[config.mk]
export PLATFORM = sky130hd
export DESIGN_NAME = ttr_div
export DESIGN_NICKNAME = d
export VERILOG_FILES = /design/src/ttr_pkg.sv /design/src/ttr_div.sv
export SDC_FILE = /design/constraint.sdc
export NUM_CORES = 2
export LEC_CHECK = 0
export BUFFER_PORTS_ARGS = -buffer_cell sky130_fd_sc_hd__buf_2
export CORE_ASPECT_RATIO = 1.1
export CORE_MARGIN = 1.5
export CORE_UTILIZATION = 37
export DETAILED_ROUTE_END_ITERATION = 16
export GPL_TIMING_DRIVEN = 0
export MAX_ROUTING_LAYER = met4
export SLEW_MARGIN = 20
export SYNTH_ARGS = -nofsm -noshare
export SYNTH_HDL_FRONTEND = slang
export SYNTH_SLANG_ARGS = --single-unit
[constraint.sdc]
create_clock -name i_clk -period 4.05 [get_ports i_clk]
set_input_delay 0.2025 -clock i_clk [delete_from_list [all_inputs] [get_ports i_clk]]
set_output_delay 0.2025 -clock i_clk [all_outputs]
set_load 0.03 [all_outputs]
[src/ttr_pkg.sv]
`timescale 1ns / 1ps

package ttr_pkg;

    localparam int MAX_SIDE   = 16384;
    localparam int SIDE_W     = 15;
    localparam int BLK_W      = 5;
    localparam int STEPS_W    = 4;
    localparam int DIV_STEPS  = SIDE_W;
    localparam int SIDE_LIMIT = (1 << SIDE_W) - 1;

    typedef enum logic [2:0] {
        REG_DOWNSCALE = 3'd0,
        REG_MIN_RES   = 3'd1,
        REG_MAX_RES   = 3'd2,
        REG_VOLUME    = 3'd3,
        REG_ALIGN     = 3'd4,
        REG_BLOCK_W   = 3'd5,
        REG_BLOCK_H   = 3'd6,
        REG_SPARE     = 3'd7
    } t_reg_index;

    typedef struct packed {
        logic [SIDE_W-1:0] ow;
        logic [SIDE_W-1:0] oh;
        logic [SIDE_W-1:0] w;
        logic [SIDE_W-1:0] h;
        logic              derr;
    } t_ctx;

    typedef struct packed {
        logic [SIDE_W-1:0] rem;
        logic [SIDE_W-1:0] sh;
    } t_dstep;

    function automatic t_dstep div_step(t_dstep s, logic [SIDE_W-1:0] d);
        logic [SIDE_W:0] t;
        logic            qb;
        t_dstep          r;
        t  = {s.rem, s.sh[SIDE_W-1]};
        qb = (t >= {1'b0, d});
        if (qb) begin
            r.rem = SIDE_W'(t - {1'b0, d});
        end else begin
            r.rem = t[SIDE_W-1:0];
        end
        r.sh = {s.sh[SIDE_W-2:0], qb};
        return r;
    endfunction

endpackage

[src/ttr_div.sv]
`timescale 1ns / 1ps

module ttr_div (
    input  logic                          i_clk,
    input  logic                          i_rst_n,
    input  logic                          i_valid,
    input  logic [2*ttr_pkg::SIDE_W-1:0]  i_dividend,
    input  logic [ttr_pkg::SIDE_W-1:0]    i_divisor,
    input  ttr_pkg::t_ctx                 i_ctx,
    output logic                          o_valid,
    output logic [ttr_pkg::SIDE_W-1:0]    o_quot,
    output logic [ttr_pkg::SIDE_W-1:0]    o_rem,
    output ttr_pkg::t_ctx                 o_ctx
);
    import ttr_pkg::*;

    // restoring division, one quotient bit per stage
    logic              r_v   [1:DIV_STEPS];
    t_dstep            r_st  [1:DIV_STEPS];
    logic [SIDE_W-1:0] r_div [1:DIV_STEPS];
    t_ctx              r_ctx [1:DIV_STEPS];
    t_dstep            n_st  [1:DIV_STEPS];
    t_dstep            s_in;

    always_comb begin
        s_in.rem = i_dividend[2*SIDE_W-1:SIDE_W];
        s_in.sh  = i_dividend[SIDE_W-1:0];
        n_st[1]  = div_step(s_in, i_divisor);
        for (int k = 2; k <= DIV_STEPS; k++) begin
            n_st[k] = div_step(r_st[k-1], r_div[k-1]);
        end
    end

    always_ff @(posedge i_clk) begin
        r_st[1]  <= n_st[1];
        r_div[1] <= i_divisor;
        r_ctx[1] <= i_ctx;
        for (int k = 2; k <= DIV_STEPS; k++) begin
            r_st[k]  <= n_st[k];
            r_div[k] <= r_div[k-1];
            r_ctx[k] <= r_ctx[k-1];
        end
    end

    always_ff @(posedge i_clk) begin
        if (!i_rst_n) begin
            for (int k = 1; k <= DIV_STEPS; k++) begin
                r_v[k] <= 1'b0;
            end
        end else begin
            r_v[1] <= i_valid;
            for (int k = 2; k <= DIV_STEPS; k++) begin
                r_v[k] <= r_v[k-1];
            end
        end
    end

    assign o_valid = r_v[DIV_STEPS];
    assign o_quot  = r_st[DIV_STEPS].sh;
    assign o_rem   = r_st[DIV_STEPS].rem;
    assign o_ctx   = r_ctx[DIV_STEPS];

endmodule

# Yosys cells after proc, flatten, opt, wreduce, memory -nomap -nowiden
# Memory sizes are Yosys's and may differ from the RTL's.
# Cells that the tools add are included.
[word_totals]
input_bits = 109
ramBits = 1605
word_cells = 81
mem_count = 4
out_inout_bits = 92
ff_bits = 0
[classes]
addsub = 15
muxes = 32
order_cmp = 15
bitwise_logic = 15
[mem_list]
columns = ["name", "words", "word_bits", "rd", "rd_ports_with_merged_regs", "wr", "line_no", "rtl"]
rows = [
  ["r_ctx", 15, 61, 15, 0, 15, "ttr_div.sv:21", "t_ctx r_ctx [1:DIV_STEPS];"],
  ["r_st", 15, 30, 15, 0, 15, "ttr_div.sv:19", "t_dstep r_st [1:DIV_STEPS];"],
  ["r_div", 15, 15, 14, 0, 15, "ttr_div.sv:20", "logic [SIDE_W-1:0] r_div [1:DIV_STEPS];"],
  ["r_v", 15, 1, 15, 0, 15, "ttr_div.sv:18", "logic r_v [1:DIV_STEPS];"],
]
[op_table]
columns = ["operator", "n"]
rows = [
  ["$ge A16 B15 Y1", 15],
  ["$mux W15", 15],
  ["$sub A15 B15 Y15", 15],
  ["$mux W1", 17],
  ["$or A1 B1 Y1", 15],
]

# Longest topological paths before layout
[depth]
depth_word = 2
ltp_mapped = 12
ltp_nobuf = 10

# Worst setup path before layout
# Ideal clock, no wire load.
[synth_timing]
kind = "register -> register"
startpoint = "register r_st[0][314] (netlist name)"
endpoint = "register r_st[0][357] (netlist name)"
arrival_ps = 2714
n_path_buf = 2
slack_ps = 1215
t_required_ps = 3929
stages_incl_launch_ff = 13
cell_sequence = "dfxtp_1 > inv_1 > ha_1 > fa_1 > nor2b_1 > o21ai_1 > a211oi_1 > o31ai_1 > a31oi_1 > or2_1 > buf_2 > buf_4 > mux2_2"

==> results.toml <==
[placement]
post-dp-hpwl_um = 54800
io_buffers = 200
gp_congestion = 0.929
placed_cell_area_mm2 = 0.0499

[route]
drt_first_pass_iters = 5
top_layer = "met4"
drtIter0Drc = 764
wire_per_inst_um = 12.8
routed_wirelength_um = 78600
ant_nets = 0
m1WireLength_um = 31400
route.detailed.drc = 0
num_vias = 26986
met3WireLength_um = 3150
wl_met2_um = 39500
viasPerCell = 4.39

[timing]
drv_slew = 0
post-route-period-util_pct = 93.8
grt_setup_unrepaired = "false"
fmax_mhz = 263
worstMarginPinSlew_ps = 1040
setup_tns_ps = 0
hold_slack_ps = 80.6
clock_skew_ps = 28.4
setup_viol = 0
slew_headroom_pct = 30.1
fin_crit_ps = 3800
hold_viol = 0

[clocking]
cts_made_buffers = 157
post_cts_buffers = 0
cts_root_buf = "clkbuf_16"
clock-sinks = 1590
clk_latency_ps = 760
cts.reportedPaths.clkPinSlew_ps = 60
cts_tree = "yes"
htree_num_levels = 4
clockBufferDepth = 3

[setup_path]
arrival_ps = 4370
cp_data_required_time_ps = 4620
start_kind = "flip-flop"
cp-end-kind = "flip-flop"
worst-r2r-setup-slack_ps = 250
critPathMaxFanout = 10
rr_endpoint = "r_st[0][255]"
critPathKind = "reg2reg"
reg2reg_from = "r_div[0][105]"
reg2reg_depth = 10

[hold_path]
hold_end = "r_ctx[0][104]"
hold_start = "i_ctx[43]"
hold_path_depth = 2
hold_class = "in2reg"

[final_layout]
final_common_cell = "dfxtp_1"
syn_to_final_growth_pct = 21.4
ff_latch_area_mm2 = 0.0318
final_cell_mix = "dfxtp_1 (1,590), inv_1 (308), ha_1 (225)"
fin_area_mm2 = 0.0569
num-nets-final = 4707
nFillCells = 11362
multi_input_area_mm2 = 0.0130
drive_above_1_share_pct = 14.8

[synthesis]
syn_area_per_cell_um2 = 12.2
synth_nets = 4195
synthCells = 3846
async_flop_share_pct = 0
synth_edf_count = 0
synth_flop_cell = "dfxtp_1"
synth_area_mm2 = 0.0469
seq_area_frac_synth_pct = 67.9
synth_cell_type_count = 80
ys_ff_latch = 1590
yosys_warnings = 0

[floorplan]
coreArea_mm2 = 0.125
die_h_um = 376
fp.dieW_um = 342
io-pin-count = 201
start_util_pct = 37.4
die_area_mm2 = 0.129
num_rows = 136

[job]
drv_cap = 0

[status]
outcome = "completed"

[global_routing]
grt_pass1_vias = 27549
grt_max_degree = 17
antenna_found_initial = 1
grt_use_total_pct = 12.7
grt_pass1_wl_um = 129000
overflow = 0

[pwr]
peakVddDrop_uv = 468
cellLeakagePower_nw = 25.2
powerDensity_mw_per_mm2 = 826
## state kept, by name, indices dropped and copies added (netlist names)
name,cells
r_ctx,915
r_div,210
r_st,450
r_v,15
## repair_timing
action                                  4_1_cts  5_1_grt
gates resized for setup                       0        0
endpoints found under the setup margin        0        0
hold buffers                                153        0
hold endpoints to repair                    120        0
## cells by family after synthesis
logic type      synth area share (%)
flops                           67.9
compound gates                  9.52
simple gates                    6.61
buf+inv                         4.35
fa+ha+maj                       6.65
xor+xnor                        2.62
mux                             2.33
## stage by stage
step / power (mW) / instances / setup WS [ps] / util, %
4_1_cts: 47.6 / 6141 / 259 / 45.4
6_report: 47.0 / 6142 / 253 / 45.4
5_1_grt: 50.0 / 6141 / 101 / 45.4
2_1_floorplan: 29.3 / 3846 / 1220 / -
3_5_place_dp: 32.5 / 5702 / 291 / 39.9
3_3_place_gp: 32.4 / 5702 / 333 / 39.9
## area by class of cell
| class | instances | area share, % |
|---|---|---|
| tap | 1656 | 3.64 |
| multi-input combinational | 1810 | 22.8 |
| sequential | 1590 | 56.0 |
| timing repair buffer | 353 | 4.45 |
| antenna | 1 | 0.00440 |
| clock buffer | 222 | 7.88 |
| clock inverter | 64 | 1.61 |
| inverter | 308 | 2.03 |
| buffer | 138 | 1.55 |
## critical path, cell delays in order, from the launching register on
cell      delay [ps]
dfxtp_1          410
ha_1             250
fa_1             410
nor2b_1          120
o21ai_0          110
a21oi_1          280
o31ai_1          120
a31oi_1          760
clkbuf_1         520
nor2_1            90
a21oi_1          530
## power breakdown
group	switching [mW]	internal [mW]	total [mW]
Clock	5.92	8.71	14.6
Combinational	7.37	5.89	13.3
Sequential	0.971	18.1	19.1
## cells in the mapped netlist, drive strengths merged (14+ instances only)
cell type,n,area (µm²)
a31oi,29,181
clkbuf,33,124
nand3,33,165
fa,15,300
nand2b,25,156
and3,14,87.6
and2,29,181
nand2,172,646
dfxtp,1590,31800
xnor2,98,858
nor2,152,571
buf,105,759
inv,308,1160
nor2b,51,319
o21ai,187,940
xor2,42,368
o31ai,34,260
nor3,64,320
or3,16,100
mux2,85,980
o21a,44,330
nand4,27,169
ha,225,2820
a21o,76,571
a21oi,180,905
a211oi,23,173
## metal layers
layer,up-vias,global-route usage [%]
li1,13886,-
met1,12312,12.5
met2,532,22.2
met3,256,2.86
met4,0,8.58
met5,-,-
## worst max-delay path by stage
stage / startpoint / slack (ps) / depth (start not counted) / end
final: r_div[0][105] / 250 / 10 / r_st[0][255]
after global routing: r_div[0][109] / 100 / 9 / r_st[0][255]
after CTS: r_div[0][105] / 260 / 10 / r_st[0][255]
after detailed placement: r_div[0][105] / 290 / 10 / r_st[0][255]
after global placement: r_div[0][105] / 330 / 10 / r_st[0][255]
after floorplan: r_st[0][314] / 1220 / 12 / r_st[0][357]
Power figures use the tool's default switching activity.
